$ cat config.mk
export PLATFORM = sky130hd
export DESIGN_NAME = ftpf_front
export DESIGN_NICKNAME = d
export VERILOG_FILES = /design/src/rtl/ftpf_pkg.sv /design/src/rtl/ftpf_front.sv
export SDC_FILE = /design/constraint.sdc
export NUM_CORES = 1
export LEC_CHECK = 0
export ABC_AREA = 1
export BUFFER_PORTS_ARGS = -buffer_cell sky130_fd_sc_hd__buf_2
export CORE_MARGIN = 10
export CORE_UTILIZATION = 45
export DETAILED_ROUTE_END_ITERATION = 7
export PLACE_DENSITY_LB_ADDON = 0.2
export SYNTH_ARGS = -nofsm -noshare
export SYNTH_HDL_FRONTEND = slang
export SYNTH_SLANG_ARGS = --single-unit
export TNS_END_PERCENT = 100
$ cat constraint.sdc
create_clock -name clk_i -period 7.8 [get_ports clk_i]
set_clock_uncertainty 0.1 [all_clocks]
set_input_delay 0.78 -clock clk_i [delete_from_list [all_inputs] [get_ports clk_i]]
set_output_delay 0.78 -clock clk_i [all_outputs]
set_load 0.005 [all_outputs]
$ cat src/rtl/ftpf_pkg.sv
// Shared types, constants and codes of the five-tuple packet filter.
package ftpf_pkg;

  localparam int RuleDepth = 64;
  localparam int IdxW      = $clog2(RuleDepth);
  localparam int CntW      = $clog2(RuleDepth + 1);
  localparam int RuleW     = 1 + 8 + 32 + 32 + 16 + 32 + 32 + 16;
  localparam int QDepth    = 2;

  localparam logic [7:0] IpprotoIcmp = 8'd1;
  localparam logic [7:0] IpprotoTcp  = 8'd6;
  localparam logic [7:0] IpprotoUdp  = 8'd17;

  typedef enum logic [1:0] {
    OP_CHECK  = 2'd0,
    OP_ADD    = 2'd1,
    OP_REMOVE = 2'd2,
    OP_NOP    = 2'd3
  } op_e;

  typedef enum logic [1:0] {
    ST_DONE    = 2'd0,
    ST_FULL    = 2'd1,
    ST_NOMATCH = 2'd2
  } status_e;

  typedef enum logic [1:0] {
    S_IDLE,
    S_SCAN,
    S_WAIT,
    S_RESULT
  } scan_state_e;

  typedef struct packed {
    logic        inbound;
    logic [7:0]  protocol;
    logic [31:0] src_addr;
    logic [31:0] src_mask;
    logic [15:0] src_port;
    logic [31:0] dst_addr;
    logic [31:0] dst_mask;
    logic [15:0] dst_port;
  } rule_t;

  // One classified command moving from the front end to the scan engine.
  typedef struct packed {
    op_e   op;
    logic  examine;
    rule_t rule;
  } cmd_t;

  function automatic logic rule_hits(rule_t r, rule_t p);
    logic hit;
    hit = (r.protocol == 8'd0 || r.protocol == p.protocol) &&
          (r.src_addr == 32'd0 || ((r.src_addr ^ p.src_addr) & r.src_mask) == 32'd0) &&
          (r.src_port == 16'd0 || r.src_port == p.src_port) &&
          (r.dst_addr == 32'd0 || ((r.dst_addr ^ p.dst_addr) & r.dst_mask) == 32'd0) &&
          (r.dst_port == 16'd0 || r.dst_port == p.dst_port);
    return hit;
  endfunction

endpackage

$ cat src/rtl/ftpf_front.sv
// Front end: accepts beats, normalizes fields and queues commands.
module ftpf_front import ftpf_pkg::*; (
  input  logic        clk_i,
  input  logic        rst_ni,
  input  logic        push_i,
  output logic        full_o,
  input  logic [1:0]  operation_i,
  input  logic        direction_i,
  input  logic [7:0]  protocol_i,
  input  logic [31:0] src_addr_i,
  input  logic [31:0] src_mask_i,
  input  logic [15:0] src_port_i,
  input  logic [31:0] dst_addr_i,
  input  logic [31:0] dst_mask_i,
  input  logic [15:0] dst_port_i,
  output logic        cmd_valid_o,
  input  logic        cmd_take_i,
  output cmd_t        cmd_o
);
  cmd_t             q_q [QDepth];
  logic             wr_q, rd_q;
  logic [1:0]       cnt_q;
  cmd_t             c;
  logic             acc, take;

  always_comb begin
    logic icmp;
    icmp = protocol_i == IpprotoIcmp;
    c = '0;
    c.op = op_e'(operation_i);
    c.examine = protocol_i == IpprotoTcp || protocol_i == IpprotoUdp || icmp;
    c.rule.inbound  = direction_i;
    c.rule.protocol = protocol_i;
    c.rule.src_addr = src_addr_i;
    c.rule.src_mask = src_mask_i;
    c.rule.dst_addr = dst_addr_i;
    c.rule.dst_mask = dst_mask_i;
    // ICMP packet checks are compared as ports 0.
    c.rule.src_port = (icmp && c.op == OP_CHECK) ? 16'd0 : src_port_i;
    c.rule.dst_port = (icmp && c.op == OP_CHECK) ? 16'd0 : dst_port_i;
  end

  assign full_o      = cnt_q == 2'(QDepth);
  assign acc         = push_i && !full_o;
  assign cmd_valid_o = cnt_q != 2'd0;
  assign take        = cmd_take_i && cmd_valid_o;
  assign cmd_o       = q_q[rd_q];

  always_ff @(posedge clk_i) begin
    if (acc) q_q[wr_q] <= c;
  end

  always_ff @(posedge clk_i or negedge rst_ni) begin
    if (!rst_ni) begin
      wr_q <= 1'b0; rd_q <= 1'b0; cnt_q <= 2'd0;
    end else begin
      if (acc) wr_q <= !wr_q;
      if (take) rd_q <= !rd_q;
      cnt_q <= cnt_q + 2'(acc) - 2'(take);
    end
  end

`ifndef NO_ASSERTIONS
  a_no_overflow: assert property (@(posedge clk_i) disable iff (!rst_ni)
    cnt_q <= 2'(QDepth)) else $error("command queue overflow");
  a_full_holds: assert property (@(posedge clk_i) disable iff (!rst_ni)
    full_o && !take |=> full_o) else $error("full dropped without a take");
  a_take_valid: assert property (@(posedge clk_i) disable iff (!rst_ni)
    take |-> cnt_q != 2'd0) else $error("take from empty queue");
`endif
endmodule

Yosys cells after proc, flatten, opt, wreduce, memory -nomap -nowiden
Memories as Yosys holds them, arrays and structs flattened.
Index checks and enable logic that the tools add are counted.
- reductions and logical operators: 10
- equality and inequality tests: 4
- mux-type cells: 4
- add/sub/neg operators: 2
- operators by type and width (kind ; count):
    two-way mux 16 bit ; 2
    == test 8 x 1 -> 1 bit (second input constant) ; 1
    == test 8 x 3 -> 1 bit (second input constant) ; 1
    == test 8 x 5 -> 1 bit (second input constant) ; 1
    logical AND 1 bit ; 3
    logical NOT 1 bit ; 3
    adder 2 x 1 -> 2 bit ; 1
    == test 2 bit (second input constant) ; 1
    logical NOT 2 bit ; 1
    logical OR 1 bit ; 2
    two-way mux 1 bit ; 2
    nonzero test 2 bit ; 1
    subtractor 2 x 1 -> 2 bit ; 1
- bits in writable memories: 344
- register bits after elaboration: 4
- input bits: 175
- memories kept: 1
- memories (name ; depth ; width ; read ports ; clocked after memory_dff ; write ports ; line ; RTL):
    q_q ; 2 ; 172 ; 1 ; 0 ; 1 ; ftpf_front.sv:20 ; cmd_t q_q [QDepth];

Logic depth before layout (Yosys ltp)
Gate-level depths: netlist of the first run.
- depth in word-level cells: 5
- gate-level depth with buffers: 10
- gate-level depth less buffers: 10

Worst setup path after synthesis of the first run
No wires, ideal clock.
- path type: input-to-reg
- start point: input push_i
- end point: memory q_q[0][0] (netlist name) (enable)
- setup slack: -1.023 ns
- cell stages on the path: 2
- required time: 6.993 ns
- path buffers: 0
- data arrival time: 8.016 ns
- cells stage by stage: o21ai_2 nor2_1
- longest elaborated chain between the ends: 3
- RTL lines (element ; line ; RTL):
    from (decl) ; ftpf_front.sv:5 ; input logic push_i,
    logical AND 1 bit ; ftpf_front.sv:44 ; assign acc = push_i && !full_o;
    two-way mux 1 bit ; ftpf_front.sv:50 ; if (acc) q_q[wr_q] <= c;
    two-way mux 1 bit (implied by the code) ; ftpf_front.sv:50 ;
    to (decl) ; ftpf_front.sv:20 ;
No other way between the ends.

==> metrics.md, run 1 <==
| Metric | Value |
|---|---|
| # IOs | `349` |
| Slew Limit Headroom | `22.3%` |
| Clk Tree Root Cell | `clkbuf_16` |
| YS warnings | `0` |
| Final instance area | `16400 um2` |
| Power Density | `378 nW/um2` |
| CTS tree | `built` |
| Reg2Reg Depth | `4` |
| Finished Layout Cells | `1780` |
| Reg2reg end | `q_q[1][108]` |
| Fill cells | `2391` |
| Worst-path fanout max | `94` |
| Mux cell area share after synthesis | `0%` |
| Proportion of power drawn by combinational gates | `27.9%` |
| Final hold violations | `0` |
| Die Y | `190 um` |
| Die width | `190 um` |
| Worst Tran Pin Value | `1170 ps` |
| I/O Buffers | `348` |
| Drt total wl | `31.8 mm` |
| Vias in the first global route | `8549` |
| CTS buffer count | `38` |
| # clock sinks | `348` |
| Synth Cell Area | `13100 um2` |
| Outcome | `completed` |
| Syn Inst Count | `1009` |
| Row Count | `62` |
| FF-to-FF setup slack | `4870 ps` |
| Total GRT Usage | `16.9%` |
| Nets@finish | `1540` |
| Via density | `4.68` |
| Max Clk Rate | `0.237 GHz` |
| Most frequent CP cell | `nand2_1` |
| Min-Delay Path Class | `in2reg` |
| Net Sw Frac | `31.7%` |
| Post-cts resize count | `0` |
| Placed Area | `15100 um2` |
| NetSw | `1960 uW` |
| Synth Area in Compound Gates | `0.0671%` |
| H-tree depth | `2` |
| Synth Area per Inst | `12.9 um2` |
| Core Area | `28700 um2` |
| Hold path start | `src_mask_i[25]` |
| Synthesis-stage register bit count | `348` |
| Net Count, Synth | `1186` |
| Placer congestion estimate | `0.757` |
| Internal power | `4230 uW` |
| Sequential share of power | `43.9%` |
| Gr ovfl total | `0` |
| Clock transition at path regs | `60 ps` |
| Setup TNS | `0 ps` |
| CP max stage delay | `850 ps` |
| Routed Antenna Nets | `0` |
| Clk_lat worst skew | `500 ps` |
| RR Startpoint | `cnt_q[1]` |
| Synth Area in Simple Gates | `16.6%` |
| Main combinational cell family by area after synthesis | `simple AND/OR/NAND/NOR gates` |
| Slowest cell on crit path | `buf_4` |
| Full die area | `36200 um2` |
| Cells after DPL | `1706` |
| RSZ-0062 raised after global routing | `no` |
| CP Class | `reg2out` |
| Initial antenna violation count | `5` |
| Area Overhead vs Synth | `25.3%` |
| Arrival @ worst endpoint | `3350 ps` |
| P_leak | `0.00716 uW` |
| Max Cap Violations | `0` |
| Crit path time final | `4230 ps` |
| Worst path required time | `6920 ps` |
| Share of cells above drive strength 1 | `29.8%` |
| Period Utilization, post-route | `54.2%` |
| Synth Area in Adders | `0.192%` |
| First-pass GRT wire length | `48.0 mm` |
| Synth cell types | `17` |
| Post-synth top area share | `79.1%` |
| Clock buffer depth | `3` |
| Drt initial violations | `469` |
| Worst hold endpoint | `q_q[0][121]` |
| Largest net degree at the start of global routing | `100` |
| Initial Util | `45.5%` |
| Average wire per standard cell | `17.8 um` |
| Area leader, netlist | `edfxtp_1` |
| Finish-stage setup viols | `0` |
| Post-synthesis sequential area ratio | `79.9%` |
| Max Slew Vio Count | `0` |
| Via count | `8335` |
| Total iterations of the first detailed-routing run | `5` |
| Crit-path cells | `inv_6 > buf_4 > nand2_1 > nand2_1 > buf_2` |
| Hold path depth | `1` |
| Power share of the clock group | `28.3%` |
| Top post-synthesis cells by area | `edfxtp_1 (79%), nand2_1 (15%), inv_1 (1.2%)` |
| DR DRC count | `0` |
| Hpwl dp | `20.8 mm` |
| CP startpoint kind | `flop` |
| Crit end category | `output pin` |
| Post-Synth XOR/XNOR Area | `0.134%` |
| Peak supply drop | `0.000301 V` |
-- power by group through the flow --
stage	Combinational, uW	Sequential [uW]	Clock [uW]
3_5_place_dp	1780	2750	0
3_3_place_gp	1770	2740	0
4_1_cts	1790	2720	1790
2_1_floorplan	972	2730	0
6_report	1720	2720	1750
5_1_grt	1950	2760	1860
-- cell type report --
cell class / instances / area [um2] / share of cell area [%]
inverter: 43 / 166 / 1.02
multi-input combinational: 577 / 2230 / 13.6
tap: 384 / 480 / 2.94
clock buffer: 47 / 1050 / 6.41
timing repair buffer: 355 / 1800 / 11.0
antenna: 8 / 20.0 / 0.122
sequential: 348 / 10400 / 63.8
clock inverter: 18 / 180 / 1.10
-- cell usage after synthesis, drive strengths merged --
master	number
dfrtp	4
buf	41
ha	2
xor2	1
xnor2	1
nor2	42
inv	43
edfxtp	344
nand4	1
nand2	526
nand3	2
o21ai	1
nor3	1
-- how the worst max path moves through the flow --
| stage | start | endpoint |
|---|---|---|
| finish | rd_q | cmd_o[125] |
| floorplan | push_i | q_q[0][0] |
| CTS | rd_q | cmd_o[81] |
| detailed placement | rd_q | cmd_o[81] |
| global route | rd_q | cmd_o[84] |
| global placement | rd_q | cmd_o[81] |
-- routing by layer --
layer	GRT usage [%]	share of wire, %
met3	4.19	6.8
met2	30.2	52
met5	0	0
met1	19.3	38
met4	6.06	2.3
-- registers in the layout, indices dropped and copies added, names as in the netlist --
register and cells:
wr_q 1, q_q 344, cnt_q 2, rd_q 1
-- through the flow --
stage	hold WS [ps]	util (%)	setup WS [ps]	total power (uW)
final	357	57.0	3570	6190
after global routing	334	57.0	3270	6570
after CTS	333	56.9	3460	6300
after detailed placement	447	52.6	4020	4540
after global placement	445	52.6	4020	4520
after floorplan	384	-	1900	3700
-- cells by family (layout without fill, tap and decap cells) --
group | after synthesis | after routing
buf+inv | 84 | 463
simple gates | 572 | 572
flops | 348 | 348
fa+ha+maj | 2 | 2
compound gates | 1 | 1
other cells | 0 | 8
xor+xnor | 2 | 2
-- critical path, delay by kind of cell (launching register included) --
kind,cells,cell delay [ps]
flops,1,790
buf+inv,3,1580
simple gates,2,250
-- layout by cell type, fill, tap and decap left out --
cell type,n
nand3_1,2
clkinv_1,8
dlygate4sd3_1,1
dfrtp_4,1
buf_4,6
nor2_2,2
clkbuf_16,41
clkinv_2,6
nand4_1,1
nor3_1,1
inv_6,1
nor2_1,37
xnor2_1,1
ha_1,2
edfxtp_1,344
buf_2,348
bufinv_16,4
diode_2,8
o21ai_2,1
nor2_4,3
nand2_1,526
inv_1,42
clkbuf_1,6
xor2_1,1
dfrtp_1,3
-- repair_timing --
item / in CTS / in global routing
buffers inserted: 0 / 0
hold endpoints to repair: 4 / 0
hold buffers: 1 / 0
Note: power is estimated with default switching activity, not from simulation.
==> run 2: changes to the inputs <==
==> constraint.sdc (replaced) <==
create_clock -name clk_i -period 3.6 [get_ports clk_i]
set_clock_uncertainty 0.1 [all_clocks]
set_input_delay 0.36 -clock clk_i [delete_from_list [all_inputs] [get_ports clk_i]]
set_output_delay 0.36 -clock clk_i [all_outputs]
set_load 0.005 [all_outputs]
==> run 2 against run 1 <==
Final area is 8.8% higher. Die area is the same. Power increased by 120%. Hold slack lost 300 ps. Sequential power increased by 110%. Largest power group unchanged. Highest routed layer unchanged.
==> metrics.md, run 2 (synthesis gave the netlist of run 1 again) <==
| Metric | Value |
|---|---|
| Crit path time final | `2690 ps` |
| Hpwl dp | `20.7 mm (-0.30%)` |
| Worst path required time | `3140 ps (-3780 ps)` |
| Clk_lat worst skew | `510 ps (about the same)` |
| Full die area | `36200 um2 (unchanged)` |
| Outcome | `completed` |
| Drt total wl | `33.0 mm (+3.8%)` |
| Reg2reg end | `q_q[0][98]` |
| CTS buffer count | `38 (unchanged)` |
| RSZ-0062 raised after global routing | `no` |
| Core Area | `28700 um2 (unchanged)` |
| Routed Antenna Nets | `0 (unchanged)` |
| Peak supply drop | `0.000694 V (+130%)` |
| RR Startpoint | `cnt_q[1]` |
| Slew Limit Headroom | `33.5% (+11 points)` |
| Row Count | `62 (unchanged)` |
| First-pass GRT wire length | `50.1 mm (+4.5%)` |
| Util after Layout | `62.0% (+5.0 points)` |
| Worst slack, placed | `1430 ps (-2590 ps)` |
| Die width | `190 um (unchanged)` |
| CTS tree | `built` |
| Largest net degree at the start of global routing | `173 (+73%)` |
| Clk Tree Root Cell | `clkbuf_16` |
| Vias in the first global route | `9109 (+6.6%)` |
| Clock transition at path regs | `60 ps (about the same)` |
| Finished Layout Cells | `1914 (+7.5%)` |
| Multi-input gate area | `2240 um2 (+0.34%)` |
| Most frequent cells in the layout | `nand2_1 (526), buf_2 (348), edfxtp_1 (344)` |
| Finish-stage setup viols | `0 (unchanged)` |
| Reg2Reg Depth | `4 (unchanged)` |
| I/O Buffers | `348 (unchanged)` |
| Largest register FFs | `344 (unchanged)` |
| Clock buffer depth | `3 (unchanged)` |
| CP Class | `reg2out` |
| Total iterations of the first detailed-routing run | `5 (unchanged)` |
| Cells after DPL | `1709 (+0.18%)` |
| Hold path start | `cmd_take_i` |
| Gr ovfl total | `0 (unchanged)` |
| H-tree depth | `2 (unchanged)` |
| Arrival @ worst endpoint | `2230 ps (-1120 ps)` |
| Worst hold endpoint | `rd_q` |
| Largest regs | `q_q x344, cnt_q x2` |
| Min-Delay Path Class | `in2reg` |
| Max Cap Violations | `0 (unchanged)` |
| CP startpoint kind | `flop` |
| FF-to-FF setup slack | `1850 ps (-3020 ps)` |
| Biggest register | `q_q` |
| Via count | `8798 (+5.6%)` |
| Seq. cell area | `10400 um2 (unchanged)` |
| Hold path depth | `3 (+2)` |
| Total GRT Usage | `17.5% (+0.58 points)` |
| Leading cell type in the layout, fill and taps excluded | `nand2_1` |
| Placer congestion estimate | `0.788 (+4.1%)` |
| Initial Util | `45.5% (unchanged)` |
| Drt initial violations | `503 (+7.2%)` |
| Initial antenna violation count | `3 (-2)` |
| Pwr Total | `13500 uW (+120%)` |
| Area Overhead vs Synth | `36.4%` |
| # clock sinks | `348 (unchanged)` |
| Fill cells | `2234 (-6.6%)` |
| Post-cts resize count | `0 (unchanged)` |
| Worst Tran Pin Value | `997 ps (-168 ps)` |
| Final hold violations | `0 (unchanged)` |
| Via density | `4.60 (-1.8%)` |
| Max Slew Vio Count | `0 (unchanged)` |
| Period Utilization, post-route | `74.8%` |
| DR DRC count | `0 (unchanged)` |
| P_leak | `0.00775 uW (+8.3%)` |
| Average wire per standard cell | `17.2 um (-3.5%)` |
| Share of cells above drive strength 1 | `27.0% (-2.7 points)` |
| Max Clk Rate | `0.372 GHz` |
| Die Y | `190 um (unchanged)` |
| Power Density | `760 nW/um2 (+100%)` |
| Fin worst setup slack | `909 ps (-2670 ps)` |
| Worst-path fanout max | `73 (-22%)` |
| # IOs | `349 (unchanged)` |
| Nets@finish | `1682 (+9.2%)` |
| Crit end category | `output pin` |
==> run 2: cell count changes in the layout (fill, tap and decap cells not counted) <==
| cell | before | now |
|---|---|---|
| dlygate4sd3_1 | 1 | 140 |
| buf_12 | 0 | 6 |
| diode_2 | 8 | 3 |
| clkinv_2 | 6 | 2 |
| buf_4 | 6 | 3 |
| bufinv_16 | 4 | 3 |
| clkbuf_1 | 6 | 7 |
| clkinv_4 | 0 | 1 |
| inv_1 | 42 | 41 |
| inv_2 | 0 | 1 |
| o21ai_2 | 1 | 0 |
| o21ai_4 | 0 | 1 |
==> run 2: area by class of cell <==
class                      count  area share, %
inverter                      43          0.935
tap                          384           2.70
multi-input combinational    577           12.6
antenna                        3         0.0422
clock buffer                  48           5.91
timing repair buffer         497           18.5
sequential                   348           58.6
clock inverter                14          0.780
==> run 2: metal layers <==
metal	wire length, um	track usage [%]	vias to the layer above
met5	0	0	-
met4	945	6.78	0
met3	2240	3.75	59
met2	17100	31.0	296
met1	12700	20.3	4110
li1	-	-	4333
==> run 2: report_power, final <==
group	switching, uW	internal [uW]
Clock	1430	2260
Combinational	2640	1450
Sequential	220	5530
==> run 2: what timing repair did <==
| item | in CTS | in global routing |
|---|---|---|
| setup buffers | 0 | 0 |
| endpoints found under the hold margin | 282 | 0 |
| hold buffers | 140 | 0 |
==> run 2: worst max-delay path by stage <==
| stage | start | endpoint | slack [ps] | cells past startpoint |
|---|---|---|---|---|
| after CTS | rd_q | cmd_o[27] | 870 | 5 |
| after detailed placement | rd_q | cmd_o[27] | 1430 | 5 |
| after global placement | rd_q | cmd_o[147] | 1470 | 5 |
| after global routing | rd_q | cmd_o[19] | 780 | 5 |
| final | rd_q | cmd_o[19] | 910 | 5 |
| after floorplan | cnt_q[1] | q_q[0][0] | -40 | 3 |
==> run 2: worst max-delay path: stages (launching register included) <==
cell	delay (ps)
dfrtp_4	510
inv_6	440
buf_4	420
nand2_1	120
nand2_1	90
buf_2	120
==> run 2: through the flow <==
| step | hold WS, ps | setup TNS, ps | instance area [um2] |
|---|---|---|---|
| CTS | 35.2 | 0 | 17800 |
| finish | 53.3 | 0 | 17800 |
| global route | 68.4 | 0 | 17800 |
| detailed placement | 72.0 | 0 | 15200 |
| floorplan | -35.6 | -7880 | 13100 |
| global placement | 70.7 | 0 | 15200 |
==> run 3: changes to the inputs <==
--- a/config.mk
+++ b/config.mk
@@ -5,7 +5,7 @@
 export SDC_FILE = /design/constraint.sdc
 export NUM_CORES = 1
 export LEC_CHECK = 0
-export ABC_AREA = 1
+export ABC_AREA = 0
 export BUFFER_PORTS_ARGS = -buffer_cell sky130_fd_sc_hd__buf_2
 export CORE_MARGIN = 10
 export CORE_UTILIZATION = 45
==> constraint.sdc (replaced) <==
create_clock -name clk_i -period 2.8 [get_ports clk_i]
set_clock_uncertainty 0.1 [all_clocks]
set_input_delay 0.28 -clock clk_i [delete_from_list [all_inputs] [get_ports clk_i]]
set_output_delay 0.28 -clock clk_i [all_outputs]
set_load 0.005 [all_outputs]
==> run 3 against run 2 <==
Critical path type unchanged. Power rose by 26%. Worst setup slack got worse by 770 ps. Largest cell class unchanged. Via count fell by 15%. Utilization rose by 2.7 points. Critical path depth fell by 2. Cell count fell by 18%. Wire length fell by 5.4%. Register-to-register slack got worse by 920 ps. Synthesized cell count fell by 41%.
==> metrics.md, run 3 <==
| Metric | Value |
|---|---|
| Min-Delay Path Class | `in2reg` |
| Area leader, netlist | `edfxtp_1` |
| Clk Tree Root Cell | `clkbuf_16` |
| Proportion of power drawn by combinational gates | `28.6% (-1.6 points)` |
| Post-synth EDFFs | `344 (unchanged)` |
| Mux cell area share after synthesis | `15.0% (+15 points)` |
| Largest regs | `q_q x344, cnt_q x2` |
| Die width | `189 um (-0.45%)` |
| Largest register FFs | `344 (unchanged)` |
| M1 GR Usage | `18.9% (-1.4 points)` |
| Worst Tran Pin Value | `678 ps (-320 ps)` |
| CTS tree | `built` |
| DR DRC count | `0 (unchanged)` |
| Met3 usage | `6.43% (+2.7 points)` |
| CTS Hold Buffers Added | `173 (+24%)` |
| CP Class | `reg2out` |
| Largest net degree at the start of global routing | `97 (-44%)` |
| Clk_lat worst skew | `500 ps (about the same)` |
| Internal power | `12400 uW (+34%)` |
| P_leak | `0.00693 uW (-11%)` |
| Power share of the clock group | `27.3% (about the same)` |
| Total GRT Usage | `16.9% (-0.58 points)` |
| Max Clk Rate | `0.376 GHz` |
| CP startpoint kind | `flop` |
| Synth Area in Compound Gates | `0.0387% (-0.028 points)` |
| Gr ovfl total | `0 (unchanged)` |
| Full die area | `35900 um2 (-0.90%)` |
| Sequential share of power | `44.1% (+1.6 points)` |
| Drt initial violations | `376 (-25%)` |
| Initial antenna violation count | `4 (+1)` |
| Max Slew Vio Count | `0 (unchanged)` |
| Worst-path fanout max | `40 (-45%)` |
| Post-Synth XOR/XNOR Area | `0.271% (+0.14 points)` |
| Power Density | `935 nW/um2 (+23%)` |
| Final hold violations | `0 (unchanged)` |
| Most numerous cell in the Yosys netlist | `edfxtp_1` |
| Pwr Total | `17000 uW (+26%)` |
| Routed Antenna Nets | `0 (unchanged)` |
| Drt total wl | `31.2 mm (-5.4%)` |
| Top post-synthesis cells by area | `edfxtp_1 (80%), mux2_2 (15%), and2_4 (2.0%)` |
| RSZ-0062 raised after global routing | `no` |
| Top FF cell, synth | `edfxtp_1` |
| Synth Cell Area | `12900 um2 (-1.0%)` |
| # IOs | `349 (unchanged)` |
| Most frequent cells in the layout | `buf_2 (348), edfxtp_1 (344), dlygate4sd3_1 (173)` |
| Post-synth top cells | `edfxtp_1 (344), mux2_2 (172), and2_4 (30)` |
| Hold path start | `cmd_take_i` |
| NetSw | `4600 uW (+7.3%)` |
| Finish-stage setup viols | `0 (unchanged)` |
| Nets@finish | `1329 (-21%)` |
| Biggest register | `q_q` |
| Clock transition at path regs | `50 ps (about the same)` |
| CTS buffer count | `37 (-2.6%)` |
| Most crowded layer after global routing | `met2` |
| Net Sw Frac | `27.1% (-4.6 points)` |
| Row Count | `61 (-1.6%)` |
| Die Y | `189 um (-0.45%)` |
| Net Count, Synth | `772 (-35%)` |
| Area Overhead vs Synth | `40.7%` |
| Leading cell type in the layout, fill and taps excluded | `buf_2` |
| Slew Limit Headroom | `54.8% (+21 points)` |
| Asr flop ratio synth | `1.15% (unchanged)` |
| Synth cell types | `22 (+5)` |
| I/O Buffers | `348 (unchanged)` |
| Synth Area per Inst | `21.7 um2 (+68%)` |
| Crit end category | `output pin` |
| Total iterations of the first detailed-routing run | `4 (-1)` |
| Synth Area in Simple Gates | `2.77% (-14 points)` |
| CP startpoint | `rd_q` |
| # clock sinks | `348 (unchanged)` |
| Outcome | `completed` |
| Syn Inst Count | `595 (-41%)` |
| Fill cells | `2004 (-10%)` |
| Via density | `4.76 (+3.6%)` |
| Max Cap Violations | `0 (unchanged)` |
| Synthesis-stage register bit count | `348 (unchanged)` |
| Arrival @ worst endpoint | `2280 ps (+50 ps)` |
| Hpwl dp | `20.2 mm (-2.6%)` |
| Main combinational cell family by area after synthesis | `multiplexers` |
| Average wire per standard cell | `20.0 um (+16%)` |
| Initial Util | `46.0% (+0.53 points)` |
| First-pass GRT wire length | `47.8 mm (-4.6%)` |
| H-tree depth | `2 (unchanged)` |
| Crit path time final | `2660 ps` |
| Via count | `7436 (-15%)` |
| YS warnings | `0 (unchanged)` |
| Share of cells above drive strength 1 | `53.1% (+26 points)` |
| Post-synthesis sequential area ratio | `80.7% (+0.81 points)` |
| Period Utilization, post-route | `95.1%` |
| Peak supply drop | `0.000615 V (-11%)` |
| Clock buffer depth | `3 (unchanged)` |
| Post-cts resize count | `0 (unchanged)` |
| Met2 GRT Util | `29.8% (-1.2 points)` |
| Post CTS Setup Buffer Count | `0 (unchanged)` |
| Core Area | `28100 um2 (-2.1%)` |
| Synth Area in Adders | `0.194% (+0.0019 points)` |
| Post-synth top area share | `79.9% (+0.80 points)` |
| RR Startpoint | `cnt_q[1]` |
| Vias in the first global route | `8265 (-9.3%)` |
| Placer congestion estimate | `0.742 (-5.8%)` |
| Worst path required time | `2420 ps (-720 ps)` |
| Placed Area | `15300 um2 (+0.45%)` |
| Final instance area | `18200 um2 (+2.2%)` |
==> run 3: changes by cell type after synthesis, moves of 2 or more <==
| cell | previous run | this run |
|---|---|---|
| mux2_2 | 0 | 172 |
| inv_1 | 43 | 2 |
| nor2_2 | 2 | 0 |
| and2_4 | 0 | 30 |
| nor2_1 | 39 | 2 |
| buf_2 | 28 | 19 |
| nand2_1 | 526 | 1 |
| xnor2_1 | 1 | 3 |
| and2_1 | 0 | 3 |
| nand3_1 | 2 | 0 |
| buf_4 | 10 | 0 |
==> run 3: layer usage <==
metal	vias up	routed length, um
met1	3629	11700
met4	0	578
met2	297	16000
li1	3464	-
met5	-	0
met3	46	2900
==> run 3: cells by family after synthesis <==
| family | after synthesis |
|---|---|
| AOI/OAI and AO/OA | 1 |
| xor gates and xnor gates | 4 |
| adders and majority gates | 2 |
| buffers and inverters | 24 |
| DFF | 348 |
| muxes | 172 |
| and+or+nand+nor | 44 |
==> run 3: final cells by class <==
cell class	count	area, um2	area share [%]
clock buffer	48	1010	5.55
inverter	2	7.51	0.0413
sequential	348	10400	57.4
clock inverter	18	163	0.894
timing repair buffer	540	3720	20.4
tap	378	473	2.60
multi-input combinational	223	2370	13.1
antenna	4	10.0	0.0550
==> run 3: critical path, stage by stage (launching register included) <==
cell and delay [ps]:
dfrtp_4 870, buf_4 370, mux2_2 390, buf_2 130
==> run 3: worst paths after layout <==
check	end	slack (ps)	cells after the start
worst max-delay path	cmd_o[122]	140	3
worst min register to register	cnt_q[1]	390	1
worst max register to register	cnt_q[1]	930	7
min in group asynchronous	cnt_q[1]	60	2
worst min-delay path	rd_q	40	3
max in group asynchronous	rd_q	2400	2
==> run 3: metrics by stage <==
stage	setup slack, ps	TNS (ps)	hold WS [ps]	utilization (%)	cells
6_report	137	0	37.3	64.8	1561
5_1_grt	54.4	0	52.0	64.8	1561
2_1_floorplan	-866	-214170	-116	-	595
3_3_place_gp	692	0	-1.01	54.4	1318
4_1_cts	100	0	18.3	64.7	1557
3_5_place_dp	657	0	-2.50	54.4	1318
==> run 3: power by group through the flow <==
| stage | Sequential [uW] | Combinational, uW | Clock [uW] |
|---|---|---|---|
| global placement | 7560 | 4720 | 0 |
| floorplan | 7480 | 2620 | 0 |
| finish | 7500 | 4850 | 4650 |
| detailed placement | 7610 | 4720 | 0 |
| CTS | 7500 | 4950 | 4780 |
| global route | 7600 | 5300 | 4990 |
